File: config.mk
export PLATFORM = sky130hd
export DESIGN_NAME = euclidean_rhythm_onsets
export DESIGN_NICKNAME = d
export VERILOG_FILES = /design/src/erh_pkg.sv /design/src/erh_mod_unit.sv /design/src/erh_datapath.sv /design/src/erh_ctrl.sv /design/src/euclidean_rhythm_onsets.sv
export SDC_FILE = /design/constraint.sdc
export NUM_CORES = 1
export LEC_CHECK = 0
export BUFFER_PORTS_ARGS = -buffer_cell sky130_fd_sc_hd__clkbuf_2
export CORE_ASPECT_RATIO = 1.25
export CORE_UTILIZATION = 55
export CTS_BUF_LIST = sky130_fd_sc_hd__clkbuf_8 sky130_fd_sc_hd__clkbuf_16
export DETAILED_ROUTE_END_ITERATION = 10
export GPL_TIMING_DRIVEN = 0
export HOLD_SLACK_MARGIN = 0.12
export PLACE_DENSITY_LB_ADDON = 0.08
export SYNTH_ARGS = -nofsm -noshare
export SYNTH_HDL_FRONTEND = slang
export SYNTH_SLANG_ARGS = --single-unit
File: constraint.sdc
create_clock -name aclk -period 12.2 [get_ports aclk]
set_clock_uncertainty 0.2 [all_clocks]
set_input_delay 1.83 -clock aclk [delete_from_list [all_inputs] [get_ports aclk]]
set_output_delay 1.83 -clock aclk [all_outputs]
set_load 0.005 [all_outputs]
File: src/erh_pkg.sv
// ----------------------------------------------------------------------------
// erh_pkg
// Shared types, constants and controller codes for the euclidean rhythm
// onset generator.
// ----------------------------------------------------------------------------
package erh_pkg;

    localparam int MAX_STEPS = 64;
    localparam int STEP_W    = 7;     // width of steps and clamped pulse count
    localparam int POS_W     = 6;     // width of an onset position
    localparam int DIV_W     = 12;    // dividend width of the remainder unit
    localparam int DIV_CW    = 4;     // iteration counter width

    typedef struct packed {
        logic signed [7:0] pulses;
        logic [6:0]        steps;
        logic signed [7:0] rotation;
    } in_t;

    typedef struct packed {
        logic [5:0] position;
        logic       is_last;
        logic       empty_res;
    } out_t;

    typedef enum logic [3:0] {
        ST_IDLE,
        ST_CHECK,
        ST_ROT_DIV,
        ST_ROT_FIX,
        ST_IDX_MUL,
        ST_IDX_DIV,
        ST_SCAN_INIT,
        ST_SCAN,
        ST_EMPTY
    } state_t;

    // controller -> datapath
    typedef struct packed {
        logic latch;        // capture and clamp the request
        logic div_rot;      // start remainder of |rotation| by steps
        logic fix_rot;      // form the starting step index
        logic div_idx;      // start remainder of index * pulses by steps
        logic scan_init;    // load accumulator, clear position and count
        logic scan_adv;     // move to the next position
        logic out_load;     // load an onset result
        logic out_empty;    // load the empty result
    } cmd_t;

    // datapath -> controller
    typedef struct packed {
        logic k_zero;
        logic div_busy;
        logic onset;
        logic last_hit;
        logic out_free;
    } sts_t;

endpackage

File: src/erh_mod_unit.sv
// ----------------------------------------------------------------------------
// erh_mod_unit
// Restoring remainder unit: one dividend bit per cycle. Divisor must be
// nonzero and at most MAX_STEPS.
// ----------------------------------------------------------------------------
module erh_mod_unit (
    input  logic                      aclk,
    input  logic                      aresetn,
    input  logic                      start,
    input  logic [erh_pkg::DIV_W-1:0] dividend,
    input  logic [erh_pkg::STEP_W-1:0] divisor,
    output logic                      busy,
    output logic [erh_pkg::STEP_W-1:0] remainder
);

    logic [erh_pkg::DIV_W-1:0]  dvd_reg, dvd_next;
    logic [erh_pkg::STEP_W-1:0] rem_reg, rem_next;
    logic [erh_pkg::DIV_CW-1:0] cnt_reg, cnt_next;
    logic                       busy_reg, busy_next;
    logic [erh_pkg::STEP_W-1:0] trial;

    // remainder stays below the divisor, so its top bit is always clear
    assign trial = {rem_reg[erh_pkg::STEP_W-2:0], dvd_reg[erh_pkg::DIV_W-1]};

    always_comb begin
        dvd_next  = dvd_reg;
        rem_next  = rem_reg;
        cnt_next  = cnt_reg;
        busy_next = busy_reg;
        if (start) begin
            dvd_next  = dividend;
            rem_next  = '0;
            cnt_next  = erh_pkg::DIV_CW'(erh_pkg::DIV_W);
            busy_next = 1'b1;
        end else if (busy_reg) begin
            dvd_next = {dvd_reg[erh_pkg::DIV_W-2:0], 1'b0};
            rem_next = (trial >= divisor) ? trial - divisor : trial;
            cnt_next = cnt_reg - 1'b1;
            if (cnt_reg == erh_pkg::DIV_CW'(1)) begin
                busy_next = 1'b0;
            end
        end
    end

    always_ff @(posedge aclk) begin
        if (!aresetn) begin
            busy_reg <= 1'b0;
            cnt_reg  <= '0;
        end else begin
            busy_reg <= busy_next;
            cnt_reg  <= cnt_next;
        end
        dvd_reg <= dvd_next;
        rem_reg <= rem_next;
    end

    assign busy      = busy_reg;
    assign remainder = rem_reg;

endmodule

File: src/erh_datapath.sv
// ----------------------------------------------------------------------------
// erh_datapath
// Request registers, starting-index arithmetic, incremental onset test and
// the output register.
// ----------------------------------------------------------------------------
module erh_datapath (
    input  logic           aclk,
    input  logic           aresetn,
    input  erh_pkg::in_t   s_data,
    input  erh_pkg::cmd_t  cmd,
    output erh_pkg::sts_t  sts,
    output logic           m_valid,
    input  logic           m_ready,
    output erh_pkg::out_t  m_data
);

    logic [erh_pkg::STEP_W-1:0] k_reg, n_reg, n_clamp, k_clamp;
    logic                       neg_reg;
    logic [7:0]                 mag_reg, mag_in;
    logic [erh_pkg::POS_W-1:0]  idx_reg, idx_next;
    logic [erh_pkg::POS_W-1:0]  acc_reg, p_reg;
    logic [erh_pkg::STEP_W-1:0] cnt_reg;
    logic [erh_pkg::STEP_W-1:0] acc_sum, acc_wrap;
    logic [erh_pkg::POS_W+erh_pkg::STEP_W-1:0] prod;
    logic                       div_start;
    logic [erh_pkg::DIV_W-1:0]  div_dvd;
    logic                       div_busy;
    logic [erh_pkg::STEP_W-1:0] div_rem;
    logic                       m_valid_reg;
    erh_pkg::out_t              m_data_reg;

    // clamp the request
    always_comb begin
        if (s_data.steps > erh_pkg::STEP_W'(erh_pkg::MAX_STEPS)) begin
            n_clamp = erh_pkg::STEP_W'(erh_pkg::MAX_STEPS);
        end else begin
            n_clamp = s_data.steps;
        end
        if (s_data.pulses[7]) begin
            k_clamp = '0;
        end else if (s_data.pulses[6:0] > n_clamp) begin
            k_clamp = n_clamp;
        end else begin
            k_clamp = s_data.pulses[6:0];
        end
        mag_in = s_data.rotation[7] ? 8'(-s_data.rotation) : s_data.rotation;
    end

    // p = i + r  <=>  i = p + (-rotation) mod n, so the scan starts at that step
    always_comb begin
        if (neg_reg) begin
            idx_next = div_rem[erh_pkg::POS_W-1:0];
        end else if (div_rem == '0) begin
            idx_next = '0;
        end else begin
            idx_next = erh_pkg::POS_W'(n_reg - div_rem);
        end
    end

    assign prod      = idx_reg * k_reg;
    assign div_start = cmd.div_rot | cmd.div_idx;
    assign div_dvd   = cmd.div_rot ? erh_pkg::DIV_W'(mag_reg)
                                   : prod[erh_pkg::DIV_W-1:0];

    erh_mod_unit u_mod (
        .aclk      (aclk),
        .aresetn   (aresetn),
        .start     (div_start),
        .dividend  (div_dvd),
        .divisor   (n_reg),
        .busy      (div_busy),
        .remainder (div_rem)
    );

    assign acc_sum  = {1'b0, acc_reg} + k_reg;
    assign acc_wrap = (acc_sum >= n_reg) ? acc_sum - n_reg : acc_sum;

    always_ff @(posedge aclk) begin
        if (cmd.latch) begin
            k_reg   <= k_clamp;
            n_reg   <= n_clamp;
            neg_reg <= s_data.rotation[7];
            mag_reg <= mag_in;
        end
        if (cmd.fix_rot) begin
            idx_reg <= idx_next;
        end
        if (cmd.scan_init) begin
            acc_reg <= div_rem[erh_pkg::POS_W-1:0];
            p_reg   <= '0;
            cnt_reg <= '0;
        end else if (cmd.scan_adv) begin
            acc_reg <= acc_wrap[erh_pkg::POS_W-1:0];
            p_reg   <= p_reg + 1'b1;
            if (cmd.out_load) begin
                cnt_reg <= cnt_reg + 1'b1;
            end
        end
    end

    // output register
    always_ff @(posedge aclk) begin
        if (!aresetn) begin
            m_valid_reg <= 1'b0;
        end else if (cmd.out_load || cmd.out_empty) begin
            m_valid_reg <= 1'b1;
        end else if (m_ready) begin
            m_valid_reg <= 1'b0;
        end
        if (cmd.out_load) begin
            m_data_reg.position  <= p_reg;
            m_data_reg.is_last   <= sts.last_hit;
            m_data_reg.empty_res <= 1'b0;
        end else if (cmd.out_empty) begin
            m_data_reg.position  <= '0;
            m_data_reg.is_last   <= 1'b1;
            m_data_reg.empty_res <= 1'b1;
        end
    end

    always_comb begin
        sts.k_zero   = (k_reg == '0);
        sts.div_busy = div_busy;
        sts.onset    = ({1'b0, acc_reg} < k_reg);
        // exactly k onsets exist in the pattern
        sts.last_hit = (cnt_reg + 1'b1 == k_reg);
        sts.out_free = !m_valid_reg || m_ready;
    end

    assign m_valid = m_valid_reg;
    assign m_data  = m_data_reg;

endmodule

File: src/erh_ctrl.sv
// ----------------------------------------------------------------------------
// erh_ctrl
// Sequencer: clamp check, two remainder passes, then a scan over the
// positions that emits one beat per onset, or one empty beat if there are none.
// ----------------------------------------------------------------------------
module erh_ctrl (
    input  logic           aclk,
    input  logic           aresetn,
    input  logic           s_valid,
    output logic           s_ready,
    input  erh_pkg::sts_t  sts,
    output erh_pkg::cmd_t  cmd
);

    erh_pkg::state_t state_reg, state_next;

    always_comb begin
        state_next = state_reg;
        case (state_reg)
            erh_pkg::ST_IDLE: begin
                if (s_valid) begin
                    state_next = erh_pkg::ST_CHECK;
                end
            end
            erh_pkg::ST_CHECK: begin
                state_next = sts.k_zero ? erh_pkg::ST_EMPTY : erh_pkg::ST_ROT_DIV;
            end
            erh_pkg::ST_ROT_DIV: begin
                if (!sts.div_busy) begin
                    state_next = erh_pkg::ST_ROT_FIX;
                end
            end
            erh_pkg::ST_ROT_FIX: begin
                state_next = erh_pkg::ST_IDX_MUL;
            end
            erh_pkg::ST_IDX_MUL: begin
                state_next = erh_pkg::ST_IDX_DIV;
            end
            erh_pkg::ST_IDX_DIV: begin
                if (!sts.div_busy) begin
                    state_next = erh_pkg::ST_SCAN_INIT;
                end
            end
            erh_pkg::ST_SCAN_INIT: begin
                state_next = erh_pkg::ST_SCAN;
            end
            erh_pkg::ST_SCAN: begin
                if (sts.onset && sts.out_free && sts.last_hit) begin
                    state_next = erh_pkg::ST_IDLE;
                end
            end
            erh_pkg::ST_EMPTY: begin
                if (sts.out_free) begin
                    state_next = erh_pkg::ST_IDLE;
                end
            end
            default: begin
                state_next = erh_pkg::ST_IDLE;
            end
        endcase
    end

    always_comb begin
        cmd     = '0;
        s_ready = 1'b0;
        case (state_reg)
            erh_pkg::ST_IDLE: begin
                s_ready   = 1'b1;
                cmd.latch = s_valid;
            end
            erh_pkg::ST_CHECK: begin
                cmd.div_rot = !sts.k_zero;
            end
            erh_pkg::ST_ROT_FIX: begin
                cmd.fix_rot = 1'b1;
            end
            erh_pkg::ST_IDX_MUL: begin
                cmd.div_idx = 1'b1;
            end
            erh_pkg::ST_SCAN_INIT: begin
                cmd.scan_init = 1'b1;
            end
            erh_pkg::ST_SCAN: begin
                // an onset waits until the output register can take it
                if (sts.onset) begin
                    cmd.out_load = sts.out_free;
                    cmd.scan_adv = sts.out_free;
                end else begin
                    cmd.scan_adv = 1'b1;
                end
            end
            erh_pkg::ST_EMPTY: begin
                cmd.out_empty = sts.out_free;
            end
            default: begin
                cmd = '0;
            end
        endcase
    end

    always_ff @(posedge aclk) begin
        if (!aresetn) begin
            state_reg <= erh_pkg::ST_IDLE;
        end else begin
            state_reg <= state_next;
        end
    end

endmodule

File: src/euclidean_rhythm_onsets.sv
// ----------------------------------------------------------------------------
// euclidean_rhythm_onsets
// Euclidean rhythm onset generator: one request in, its onset positions out
// in ascending order, the last beat marked.
// ----------------------------------------------------------------------------
// One request at a time. After the request beat the block runs the clamp
// check, reduces the rotation modulo the step count and then the starting
// index times the pulse count (both in a shared one-bit-per-cycle remainder
// unit), passes the setup states ROT_FIX, IDX_MUL and SCAN_INIT, then scans
// one position per cycle, holding while an onset waits for the output
// register, until the last onset is emitted, and returns to idle to take
// the next request. A pattern with no onsets returns its single empty beat
// once the output register is free. A new request is taken once the last
// result is in the output register.
module euclidean_rhythm_onsets (
    input  logic          aclk,
    input  logic          aresetn,
    input  logic          s_valid,
    output logic          s_ready,
    input  erh_pkg::in_t  s_data,
    output logic          m_valid,
    input  logic          m_ready,
    output erh_pkg::out_t m_data
);

    erh_pkg::cmd_t cmd;
    erh_pkg::sts_t sts;

    erh_ctrl u_ctrl (
        .aclk    (aclk),
        .aresetn (aresetn),
        .s_valid (s_valid),
        .s_ready (s_ready),
        .sts     (sts),
        .cmd     (cmd)
    );

    erh_datapath u_dp (
        .aclk    (aclk),
        .aresetn (aresetn),
        .s_data  (s_data),
        .cmd     (cmd),
        .sts     (sts),
        .m_valid (m_valid),
        .m_ready (m_ready),
        .m_data  (m_data)
    );

endmodule
* Word level (Yosys, flattened, before mapping)
Index checks and enable logic that the tools add are counted.
** Operators by class
- $add $sub $neg :: 8
- Multiply operators :: 1
- $lt $le $gt $ge :: 5
- Equality and inequality tests :: 15
- Muxes and demuxes :: 38
- Bitwise gates (word level) :: 2
- Reduce and logical (&&, ||, !) cells :: 16
** Operators by type and width (number)
- $mux 12 :: 3
- $pmux 4 s9 :: 1
- $mux 4 :: 8
- $mux 6 :: 5
- $mux 7 :: 4
- $eq 4x3->1 const B :: 4
- $mux 8 :: 2
- $ge 7x7->1 :: 2
- $logic_not 7->1 :: 2
- $mux 1 :: 14
- $mul 6x7->12 :: 1
- $sub 6x6->6 :: 2
- $eq 4x1->1 const B :: 2
- $eq 4x2->1 const B :: 2
- $neg 8->8 :: 1
- $reduce_bool 2->1 :: 4
- $add 6x7->7 :: 1
- $add 7x1->7 const B :: 1
- $eq 7x7->1 :: 1
- $gt 7x7->1 :: 1
- $gt 7x7->1 const B :: 1
- $lt 6x7->1 :: 1
- $sub 7x7->7 :: 1
- $add 6x1->6 const B :: 1
- 14 further kinds :: 20
** Storage, ports and cells
- Register bits after elaboration :: 85
- Input port bits :: 27
- Output and inout bits :: 10
- Word-level logic and storage cells :: 104

* Depth between registers and ports, before layout
Gate-level depths: netlist of the first run.
- Depth after elaboration :: 6
- Depth in mapped cells :: 15
- Mapped depth without buffers :: 14

* Cells and area by module
Synthesis of the first run repeated with hierarchy kept, for this count alone.
** Second synthesis, totals
- Cell total of the unflattened synthesis :: 723
- Area, all modules :: 6810.3 um^2
** By module, submodules not included
- erh_datapath :: times used 1, cells an instance 536, area each 4999.8 um^2, sequential area each 1561.5 um^2
- erh_mod_unit :: times used 1, cells an instance 143, area each 1460.2 um^2, sequential area each 600.6 um^2
- erh_ctrl :: times used 1, cells an instance 44, area each 350.3 um^2, sequential area each 80.1 um^2

* Least setup slack after synthesis of the first run
No wires, ideal clock.
- Kind :: register -> register
- From :: reg u_dp.k_reg[3] (netlist name)
- To :: reg u_dp.u_mod.dvd_reg[11] (netlist name), data pin
- Setup time :: 0.263 ns
- Arrival time :: 3.617 ns
- Data required time :: 11.737 ns
- Slack :: 8.120 ns
- Stages on the path, launching flop included :: 15
- Path buffers :: 1
- Period minus slack after synthesis :: 4.080 ns
- Cell sequence :: edfxtp_1 clkbuf_1 and2_1 fa_1 inv_1 fa_1 fa_1 inv_1 ha_1 a21o_1 a21oi_1 a21oi_1 o41ai_1 xnor2_1 o21ai_0
** Between the ends
- Cells in the longest elaborated chain, start to end :: 5
- Elaborated cells on any way between the ends :: 7
- Those cells by class :: 1 x mul; 3 x mux; 1 x bitwise; 2 x reduce/logical
** Ends and longest elaborated chain
- from (decl) :: RTL line erh_datapath.sv:17 : logic [erh_pkg::STEP_W-1:0] k_reg, n_reg, n_clamp, k_clamp;
- from (signal assigned) :: RTL line erh_datapath.sv:80 : k_reg <= k_clamp;
- branches (longest 4 deep; another with $mul 6x7->12)
- $mux 12 (*) :: RTL line erh_mod_unit.sv:30 : if (start) begin
- via u_dp.u_mod.dvd_next (one bit) :: RTL line erh_mod_unit.sv:16 : logic [erh_pkg::DIV_W-1:0] dvd_reg, dvd_next;
- to (signal assigned) :: RTL line erh_mod_unit.sv:53 : dvd_reg <= dvd_next;
- to (decl) :: RTL line erh_mod_unit.sv:16
Mark *: on every way through the listed nets, which the timed path passes.
A chain may end at the register's enable or synchronous reset.

* Worst setup path in the final report of the first run
- From :: reg u_dp.k_reg[1] (netlist name)
- To :: reg u_dp.u_mod.dvd_reg[11] (netlist name), data pin
Same word-level chain as after synthesis.

==> results_dict.tcl, run 1 <==
set metrics [dict create \
    cpPeakStageDelay_ps 560 \
    top_usage_layer "met2" \
    max_freq_mhz 209 \
    drc_errors 0 \
    vias_per_cell 5.80 \
    maxCapViolations 0 \
    cts-buffers-inserted 9 \
    crit_chain "clkbuf_1, nand2_1, fa_1, fa_1, fa_1, inv_1, ha_1, a21o_1, a21oi_1, a21oi_1, o41ai_1, xnor2_1, o21ai_0" \
    maxSlewViolCount 0 \
    synthFlopType "edfxtp_1" \
    synth_top_area_share_pct 25.0 \
    ys_seq_area_share_pct 34.5 \
    antenna_left 0 \
    grt_pass1_wl_mm 23.0 \
    io_pins 37 \
    row_count 44 \
    pre_cts_ws_ps 7540 \
    r2r_end "u_dp.u_mod.dvd_reg[11]$_DFFE_PP_" \
    irDropWorstVdd_uv 121 \
    crit_buf_inv 2 \
    crit-reg2reg-launch "u_dp.k_reg[1]$_SDFFCE_PP0P_" \
    clock-sinks 85 \
    fin_crit_sh_pct 39.3 \
    drive_above_1_share_pct 10.0 \
    ys_seq_elements 85 \
    cts_tree "built" \
    rsz0062_at_grt "no" \
    start_util_pct 56.2 \
    vias 5096 \
    cp.depth 13 \
    synth_edf_count 54 \
    cts_setup_buffers 0 \
    synth.cell_area_um2 6490 \
    crit_path_top_delay_cell "fa_1" \
    tightest_slew_ps 1070 \
    groute.usage.overall_pct 24.4 \
    wire_per_inst_um 16.5 \
    met1_usage_pct 29.1 \
    cp-endpoint "u_dp.u_mod.dvd_reg[11]$_DFFE_PP_" \
    met3_usage_pct 4.07 \
    cp_common_cell "fa_1" \
    hold_violations 0 \
    insertedDiodeCount 0 \
    ff2ff_path_depth 13 \
    critPathLaunch "u_dp.k_reg[1]$_SDFFCE_PP0P_" \
    clkLatencyLatePin_ps 340 \
    die_x_um 99.2 \
    area_growth_pct 10.0 \
    postCtsResizedCells 0 \
    crit_family "adder cells" \
    clock_path_buffers 2 \
    fin_nets 849 \
    die-area_um2 12200 \
    crit_arrival_ps 4720 \
    yosysTopAreaCell "edfxtp_1" \
    die_h_um 123 \
    period_needed_ps 4790 \
    avgSynthCellArea_um2 9.44 \
    tns_ps 0 \
    dpl.cell_count 862 \
    status "complete, no violations" \
    path_clk_slew_ps 70 \
    start_kind "register" \
    drtIter0Drc 181 \
    place.gp.congestion 0.939 \
    overflow 0 \
    worstPathMaxFanout 9 \
    power_density_nw_per_um2 163 \
    use_met2_pct 44.2 \
    setup_ws_ps 7410 \
    p_leak_nw 3.19 \
    wl_mm 14.5 \
    hp-class "reg2reg" \
    syn_inst 688 \
    grt_max_degree 24 \
    dp_hpwl_mm 11.2 \
    setup_viol 0 \
    reg2reg_slack_ps 7410 \
    synthesis.nets 802 \
    largest_reg_flops 12 \
    coreArea_um2 11600 \
    io_buffers 36 \
    final_core_util_pct 61.8 \
    grt_pass1_vias 4873 \
    async_flop_share_pct 0 \
    cp.required_ps 12130 \
    hold_buffers 0 \
    nFillCells 1030 \
    cts_root_buf "clkbuf_16" \
    detail_route.first_pass.iterations 5 \
    yosys-top-cells-count "inv_1 (75), ha_1 (63), nand2_1 (59)" \
    ys_types 67 \
    end_kind "register" \
    antenna_found_initial 0 \
    slew-limit-headroom_pct 28.6 \
    yosysMostFrequentCell "inv_1" \
    instances_no_fill 878 \
    synth.area.top_cells "edfxtp_1 (25%), ha_1 (12%), dfxtp_1 (9.6%)" \
    path_class "reg2reg" \
    yosysWarnings 0 \
    h-tree-depth 3 \
]
## tightest hold or removal path: stages, from the launching register on
cell and delay (ps):
dfxtp_1 310, inv_1 50, a21oi_1 50
## where the power goes
part           total, mW  internal (mW)  switching [mW]
clock              0.279          0.159           0.120
combinational      0.488          0.211           0.277
sequential         0.395          0.358          0.0365
total               1.16          0.729           0.433
## final cells by class
class	count	area (um^2)	share of cell area (%)
clock inverter	7	73.8	1.03
sequential	85	2240	31.4
clock buffer	9	225	3.15
timing repair buffer	36	180	2.52
inverter	75	282	3.94
buffer	23	98.8	1.38
tap	138	173	2.42
multi-input combinational	505	3870	54.2
## kinds of logic (layout without fill, tap and decap cells)
logic type | Yosys count | in the layout | share of synthesized area, %
AO/OA/AOI/OAI | 134 | 134 | 13.7
XOR/XNOR | 44 | 44 | 5.94
adder cells (fa/ha/maj) | 87 | 87 | 19.5
buffers and inverters | 98 | 150 | 5.86
flip-flops | 85 | 85 | 34.5
multiplexers | 20 | 20 | 3.14
AND/OR/NAND/NOR | 220 | 220 | 17.3
## cells in the final DEF (no fill, tap or decap), types with 9 or more instances in the layout
master | netlist | final
a21oi_1 | 32 | 32
and2_1 | 40 | 40
clkbuf_1 | 15 | 15
clkbuf_16 | 0 | 9
clkbuf_2 | 0 | 36
dfxtp_1 | 31 | 31
edfxtp_1 | 54 | 54
fa_1 | 24 | 24
ha_1 | 63 | 63
inv_1 | 75 | 76
mux2i_1 | 17 | 17
nand2_1 | 59 | 59
nand2b_1 | 11 | 11
nor2_1 | 43 | 43
nor2b_1 | 12 | 12
nor3_1 | 14 | 14
o21ai_0 | 33 | 33
xnor2_1 | 27 | 27
xor2_1 | 17 | 17
## per-stage QoR
step / power [mW] / hold slack, ps / instance area (um^2)
floorplan: 0.766 / 242 / 6490
global placement: 0.866 / 238 / 6850
detailed placement: 0.882 / 250 / 6850
CTS: 1.16 / 260 / 7140
global route: 1.24 / 282 / 7140
finish: 1.16 / 252 / 7140
## layer usage
layer	vias up	routed length, um
li1	2491	-
met1	2434	6200
met2	141	7240
met3	30	658
met4	0	385
met5	-	0
## how the worst min path moves through the flow
stage | from | end | slack (ps) | cells after the start
6_report | u_dp.m_data[0]$_SDFFE_PP0P_ | u_dp.m_data[0]$_SDFFE_PP0P_ | 250 | 2
5_1_grt | u_dp.m_data[0]$_SDFFE_PP0P_ | u_dp.m_data[0]$_SDFFE_PP0P_ | 280 | 2
4_1_cts | u_dp.m_data[0]$_SDFFE_PP0P_ | u_dp.m_data[0]$_SDFFE_PP0P_ | 260 | 2
3_5_place_dp | u_dp.m_data[0]$_SDFFE_PP0P_ | u_dp.m_data[0]$_SDFFE_PP0P_ | 250 | 2
3_3_place_gp | u_dp.m_data[0]$_SDFFE_PP0P_ | u_dp.m_data[0]$_SDFFE_PP0P_ | 240 | 2
2_1_floorplan | u_dp.m_data[0]$_SDFFE_PP0P_ | u_dp.m_data[0]$_SDFFE_PP0P_ | 240 | 2
No activity file was read; power rests on OpenSTA's default activity.
==> run 2, diff against run 1 <==
--- a/config.mk
+++ b/config.mk
@@ -5,6 +5,7 @@
 export SDC_FILE = /design/constraint.sdc
 export NUM_CORES = 1
 export LEC_CHECK = 0
+export ABC_AREA = 1
 export BUFFER_PORTS_ARGS = -buffer_cell sky130_fd_sc_hd__clkbuf_2
 export CORE_ASPECT_RATIO = 1.25
 export CORE_UTILIZATION = 55
==> constraint.sdc (replaced) <==
create_clock -name aclk -period 4.7 [get_ports aclk]
set_clock_uncertainty 0.2 [all_clocks]
set_input_delay 0.705 -clock aclk [delete_from_list [all_inputs] [get_ports aclk]]
set_output_delay 0.705 -clock aclk [all_outputs]
set_load 0.005 [all_outputs]
==> run 2 against run 1 <==
Clock power grew 140%. Area after synthesis grew 2.9%. Critical endpoint is now u_dp.u_mod.dvd_reg[10]$_DFFE_PP_. Cell count grew 19%. Critical path type unchanged.
==> results_dict.tcl, run 2 <==
set metrics [dict create \
    insertedDiodeCount 0 \
    clock-sinks 85 \
    async_flop_share_pct 0 \
    hold_depth 1 \
    fin_crit_sh_pct 86.0 \
    detail_route.first_pass.iterations 4 \
    seq_area_um2 2240 \
    grt_pass1_vias 5294 \
    ys_types 45 \
    rsz0062_at_grt "no" \
    drc_errors 0 \
    dp_hpwl_mm 11.6 \
    tightest_slew_ps 900 \
    synth_top_area_share_pct 24.3 \
    die_h_um 125 \
    area_growth_pct 10.2 \
    hp-class "reg2reg" \
    antenna_left 0 \
    cts_setup_buffers 0 \
    yosysMostFrequentCell "nand2_1" \
    overflow 0 \
    drive_above_1_share_pct 11.6 \
    row_count 44 \
    cts_root_buf "clkbuf_16" \
    critPathLaunch "u_dp.k_reg[0]$_SDFFCE_PP0P_" \
    drtIter0Drc 290 \
    maxCapViolations 0 \
    clock_path_buffers 2 \
    synth_edf_count 54 \
    setup_viol 0 \
    io_pins 37 \
    synth.area.top_cells "edfxtp_1 (24%), ha_1 (12%), nand2_1 (10%)" \
    vias 5465 \
    min_delay_worst_endpoint "u_dp.m_data[0]$_SDFFE_PP0P_" \
    h-tree-depth 3 \
    cp.required_ps 4600 \
    cpPeakStageDelay_ps 550 \
    crit_arrival_ps 3950 \
    setup_ws_ps 657 \
    groute.usage.overall_pct 24.5 \
    worstPathMaxFanout 8 \
    place.gp.congestion 0.858 \
    max_freq_mhz 247 \
    path_class "reg2reg" \
    synthesis.nets 947 \
    irDropWorstVdd_uv 360 \
    start_util_pct 57.0 \
    die-area_um2 12600 \
    hold_violations 0 \
    hold_ws_ps 267 \
    synthFlopType "edfxtp_1" \
    coreArea_um2 11700 \
    slew-limit-headroom_pct 39.4 \
    tns_ps 0 \
    yosysWarnings 0 \
    avgSynthCellArea_um2 8.02 \
    grt_pass1_wl_mm 24.3 \
    vias_per_cell 5.21 \
    clkLatencyLatePin_ps 340 \
    crit_chain "buf_2, nand2_1, fa_1, fa_1, fa_1, inv_1, ha_1, nand3_1, nand3_1, nand2_1, o311ai_0, or2_2, nand3_1, nand2_1" \
    end_kind "register" \
    min_from "u_dp.m_data[0]$_SDFFE_PP0P_" \
    yosys-top-cells-count "nand2_1 (183), inv_1 (160), ha_1 (63)" \
    crit-reg2reg-launch "u_dp.k_reg[0]$_SDFFCE_PP0P_" \
    power_density_nw_per_um2 569 \
    start_kind "register" \
    r2r_end "u_dp.u_mod.dvd_reg[10]$_DFFE_PP_" \
    multi_input_area_um2 3700 \
    cts-buffers-inserted 9 \
    syn_inst 833 \
    yosysTopAreaCell "edfxtp_1" \
    grt_max_degree 18 \
    ff2ff_path_depth 14 \
    largest_reg_flops 12 \
    fin_nets 996 \
    antenna_found_initial 0 \
    power.total_mw 4.19 \
    postCtsResizedCells 0 \
    final_cell_mix "nand2_1 (183), inv_1 (160), ha_1 (63)" \
    period_needed_ps 4040 \
    die_x_um 101 \
    status "complete, no violations" \
    hold_buffers 0 \
    path_clk_slew_ps 70 \
    io_buffers 36 \
    maxSlewViolCount 0 \
    wl_mm 14.4 \
    final_common_cell "nand2_1" \
    cts_tree "built" \
    p_leak_nw 3.67 \
    synth.cell_area_um2 6680 \
    ys_seq_area_share_pct 33.6 \
    nFillCells 1036 \
    pre_cts_ws_ps 637 \
    ys_seq_elements 85 \
    reg2reg_slack_ps 660 \
    crit_path_top_delay_cell "fa_1" \
    wire_per_inst_um 13.7 \
]
==> run 2: cell types whose count changed in the layout (fill, tap and decap cells not counted), sizes merged, moves of 10 or more <==
cell	before	now
mux2i	17	0
nand2b	11	0
a21oi	33	45
inv	78	173
nand2	59	188
and2	41	0
nor2	45	60
clkbuf	60	49
xnor2	27	9
nand3	9	41
nor2b	12	0
o21ai	37	47
==> run 2: critical path, delay by kind of cell (launching register included) <==
| kind | cells | cell delay [ps] |
|---|---|---|
| adder cells (fa/ha/maj) | 4 | 1970 |
| flip-flops | 1 | 390 |
| AO/OA/AOI/OAI | 1 | 130 |
| AND/OR/NAND/NOR | 7 | 820 |
| buffers and inverters | 2 | 290 |
==> run 2: where the power goes <==
| part | total [mW] | switching, mW | internal, mW |
|---|---|---|---|
| registers | 1.21 | 0.138 | 1.08 |
| logic | 2.31 | 1.44 | 0.872 |
| clock network | 0.667 | 0.306 | 0.360 |
==> run 2: worst max-delay path by stage <==
stage | slack, ps | endpoint | cells after the start
after floorplan | 940 | u_dp.u_mod.dvd_reg[10]$_DFFE_PP_ | 16
after global placement | 650 | u_dp.u_mod.dvd_reg[10]$_DFFE_PP_ | 14
after detailed placement | 640 | u_dp.u_mod.dvd_reg[10]$_DFFE_PP_ | 14
after CTS | 630 | u_dp.u_mod.dvd_reg[10]$_DFFE_PP_ | 14
after global routing | 420 | u_dp.u_mod.dvd_reg[11]$_DFFE_PP_ | 16
final | 660 | u_dp.u_mod.dvd_reg[10]$_DFFE_PP_ | 14
==> run 2: kinds of logic after synthesis <==
family | Yosys count | synth area share (%)
simple gates | 317 | 21.6
buf+inv | 187 | 11.1
compound gates | 127 | 10.8
fa+ha+maj | 87 | 19.0
flops | 85 | 33.6
xor+xnor | 30 | 3.93
==> run 2: final cells by class <==
class                           count  area share [%]
Tap cell                          161            2.74
Clock buffer                        9            3.06
Buffer                             14            1.17
Multi-Input combinational cell    561            50.3
Timing Repair Buffer               38            2.75
Clock inverter                      7           0.663
Inverter                          173            8.89
Sequential cell                    85            30.4
==> run 2: metrics by stage <==
stage | util [%] | instances | instance area (um^2)
floorplan | - | 833 | 6680
global placement | 60.2 | 1030 | 7060
detailed placement | 60.5 | 1032 | 7090
CTS | 62.8 | 1048 | 7360
global route | 62.8 | 1048 | 7360
finish | 62.8 | 1048 | 7360
==> run 2: metal layers <==
layer	vias to the layer above	global-route usage, %	routed length, um
li1	2800	-	-
met1	2518	31.5	6390
met2	124	42.2	7130
met3	23	3.86	591
met4	0	7.33	296
met5	-	0	0
==> run 3, diff against run 2 <==
--- a/config.mk
+++ b/config.mk
@@ -8,6 +8,7 @@
 export ABC_AREA = 1
 export BUFFER_PORTS_ARGS = -buffer_cell sky130_fd_sc_hd__clkbuf_2
 export CORE_ASPECT_RATIO = 1.25
+export CORE_MARGIN = 4
 export CORE_UTILIZATION = 55
 export CTS_BUF_LIST = sky130_fd_sc_hd__clkbuf_8 sky130_fd_sc_hd__clkbuf_16
 export DETAILED_ROUTE_END_ITERATION = 10
==> run 3 against run 2 <==
Clock-buffer cell count rose by 1. Global-route usage down 3.3 points. Cell count unchanged. Total power is 0.74% higher. Fmax down 0.27%. Sequential power is essentially flat. Largest power group unchanged.
==> results_dict.tcl, run 3 (synthesis results as in run 2) <==
set metrics [dict create \
    hp-class "reg2reg" \
    start_kind "register" \
    clock-sinks 85 \
    power_frac_clock_pct 16.4 \
    hold_violations 0 \
    cp.required_ps 4600 \
    slew-limit-headroom_pct 45.8 \
    p_leak_nw 3.68 \
    area_growth_pct 10.5 \
    switchingPower_mw 1.88 \
    hold_buffers 0 \
    clkLatencyLatePin_ps 340 \
    detail_route.first_pass.iterations 5 \
    crit_buf_inv 5 \
    cts-buffers-inserted 9 \
    row_count 44 \
    path_class "reg2reg" \
    irDropWorstVdd_uv 503 \
    multi_input_area_um2 3700 \
    grt_pass1_vias 5372 \
    drc_errors 0 \
    die-area_um2 14000 \
    hold_ws_ps 263 \
    drtIter0Drc 300 \
    antenna_left 0 \
    crit_chain "buf_2, nand2_1, fa_1, inv_1, fa_1, inv_1, fa_1, inv_1, ha_1, inv_1, nor3_1, nand2_1, o311ai_0, or2_2, nand3_1, nand2_1" \
    nFillCells 1056 \
    io_buffers 36 \
    end_kind "register" \
    netSwitchingFraction_pct 44.5 \
    antenna_found_initial 0 \
    setup_viol 0 \
    final_cell_mix "nand2_1 (183), inv_1 (160), ha_1 (63)" \
    power_density_nw_per_um2 571 \
    wl_mm 14.5 \
    clock_path_buffers 2 \
    crit_arrival_ps 3950 \
    cts_setup_buffers 0 \
    cpPeakStageDelay_ps 550 \
    fin_area_um2 7380 \
    io_pins 37 \
    postCtsResizedCells 0 \
    ff2ff_path_depth 16 \
    dpl.cell_count 1032 \
    crit_path_top_delay_cell "fa_1" \
    cp-endpoint "u_dp.u_mod.dvd_reg[10]$_DFFE_PP_" \
    drive_above_1_share_pct 11.6 \
    rsz0062_at_grt "no" \
    crit_family "adder cells" \
    cp.depth 16 \
    max_freq_mhz 247 \
    insertedDiodeCount 0 \
    dp_hpwl_mm 11.7 \
    p_int_mw 2.34 \
    start_util_pct 56.7 \
    period_needed_ps 4050 \
    crit-reg2reg-launch "u_dp.k_reg[4]$_SDFFCE_PP0P_" \
    critPathLaunch "u_dp.k_reg[4]$_SDFFCE_PP0P_" \
    vias_per_cell 5.22 \
    wire_per_inst_um 13.8 \
    tightest_slew_ps 806 \
    h-tree-depth 3 \
    worstPathMaxFanout 9 \
    overflow 0 \
    status "complete, no violations" \
    die_h_um 131 \
    grt_max_degree 18 \
    power.total_mw 4.22 \
    seq_area_um2 2240 \
    final_common_cell "nand2_1" \
    cp_common_cell "inv_1" \
    place.gp.congestion 0.911 \
    cts_tree "built" \
    seq_power_share_pct 28.6 \
    tns_ps 0 \
    cts_root_buf "clkbuf_16" \
    maxCapViolations 0 \
    grt_pass1_wl_mm 24.3 \
    vias 5469 \
    coreArea_um2 11800 \
    instances_no_fill 1048 \
    die_x_um 107 \
    place_area_um2 7090 \
    path_clk_slew_ps 70 \
    maxSlewViolCount 0 \
    reg2reg_slack_ps 650 \
    r2r_end "u_dp.u_mod.dvd_reg[10]$_DFFE_PP_" \
    fin_crit_sh_pct 86.3 \
    p_comb_share_pct 55.0 \
    fin_nets 996 \
    groute.usage.overall_pct 21.3 \
    largest_reg_flops 12 \
]
run 3: changes by cell type in the layout (fill, tap and decap cells not counted):
cell       previous run  this run
clkbuf_16             9        10
inv_4                 2         1
run 3: worst min-delay path by stage:
stage | start | to | slack [ps] | cells past startpoint
after CTS | u_dp.p_reg[5]$_SDFFE_PP0P_ | u_dp.p_reg[5]$_SDFFE_PP0P_ | 260 | 2
after detailed placement | u_dp.p_reg[5]$_SDFFE_PP0P_ | u_dp.p_reg[5]$_SDFFE_PP0P_ | 260 | 2
after floorplan | u_dp.u_mod.remainder[6]$_SDFFE_PN0P_ | u_dp.u_mod.remainder[6]$_SDFFE_PN0P_ | 230 | 2
after global routing | u_dp.m_data[0]$_SDFFE_PP0P_ | u_dp.m_data[0]$_SDFFE_PP0P_ | 290 | 1
after global placement | u_dp.m_data[0]$_SDFFE_PP0P_ | u_dp.m_data[0]$_SDFFE_PP0P_ | 250 | 1
final | u_dp.u_mod.cnt_reg[1]$_SDFFE_PP0P_ | u_dp.u_mod.cnt_reg[1]$_SDFFE_PP0P_ | 260 | 2
run 3: area by class of cell:
class	count	area share [%]
clock inverters	6	0.576
multi-input cells	561	50.2
flip-flops and latches	85	30.4
inverters	173	8.86
clock buffers	10	3.39
plain buffers	14	1.17
repair buffers	38	2.75
well taps	161	2.73
run 3: power groups by stage:
| stage | registers (mW) | logic, mW | clock network [mW] |
|---|---|---|---|
| after floorplan | 1.18 | 1.79 | 0 |
| after global placement | 1.23 | 2.23 | 0 |
| after detailed placement | 1.22 | 2.31 | 0 |
| after CTS | 1.21 | 2.33 | 0.702 |
| after global routing | 1.23 | 2.69 | 0.729 |
| final | 1.21 | 2.32 | 0.691 |
run 3: per-layer routing:
layer  up-vias  track usage [%]  wire [um]
li1       2801                -          -
met1      2555             27.0       6440
met2        90             37.3       7200
met3        23             2.40        467
met4         0             7.39        341
met5         -                0          0
run 3: worst reg2reg max path, delay by kind of cell, from the launching register on:
kind,cells,cell delay (ps)
adders and majority gates,4,1930
and+or+nand+nor,6,650
buffers and inverters,5,550
DFF,1,350
AOI/OAI and AO/OA,1,140
run 3: per-stage QoR:
stage	setup slack [ps]	utilization, %
2_1_floorplan	937	-
5_1_grt	400	62.7
3_5_place_dp	635	60.2
3_3_place_gp	638	60.0
4_1_cts	623	62.7
6_report	646	62.7
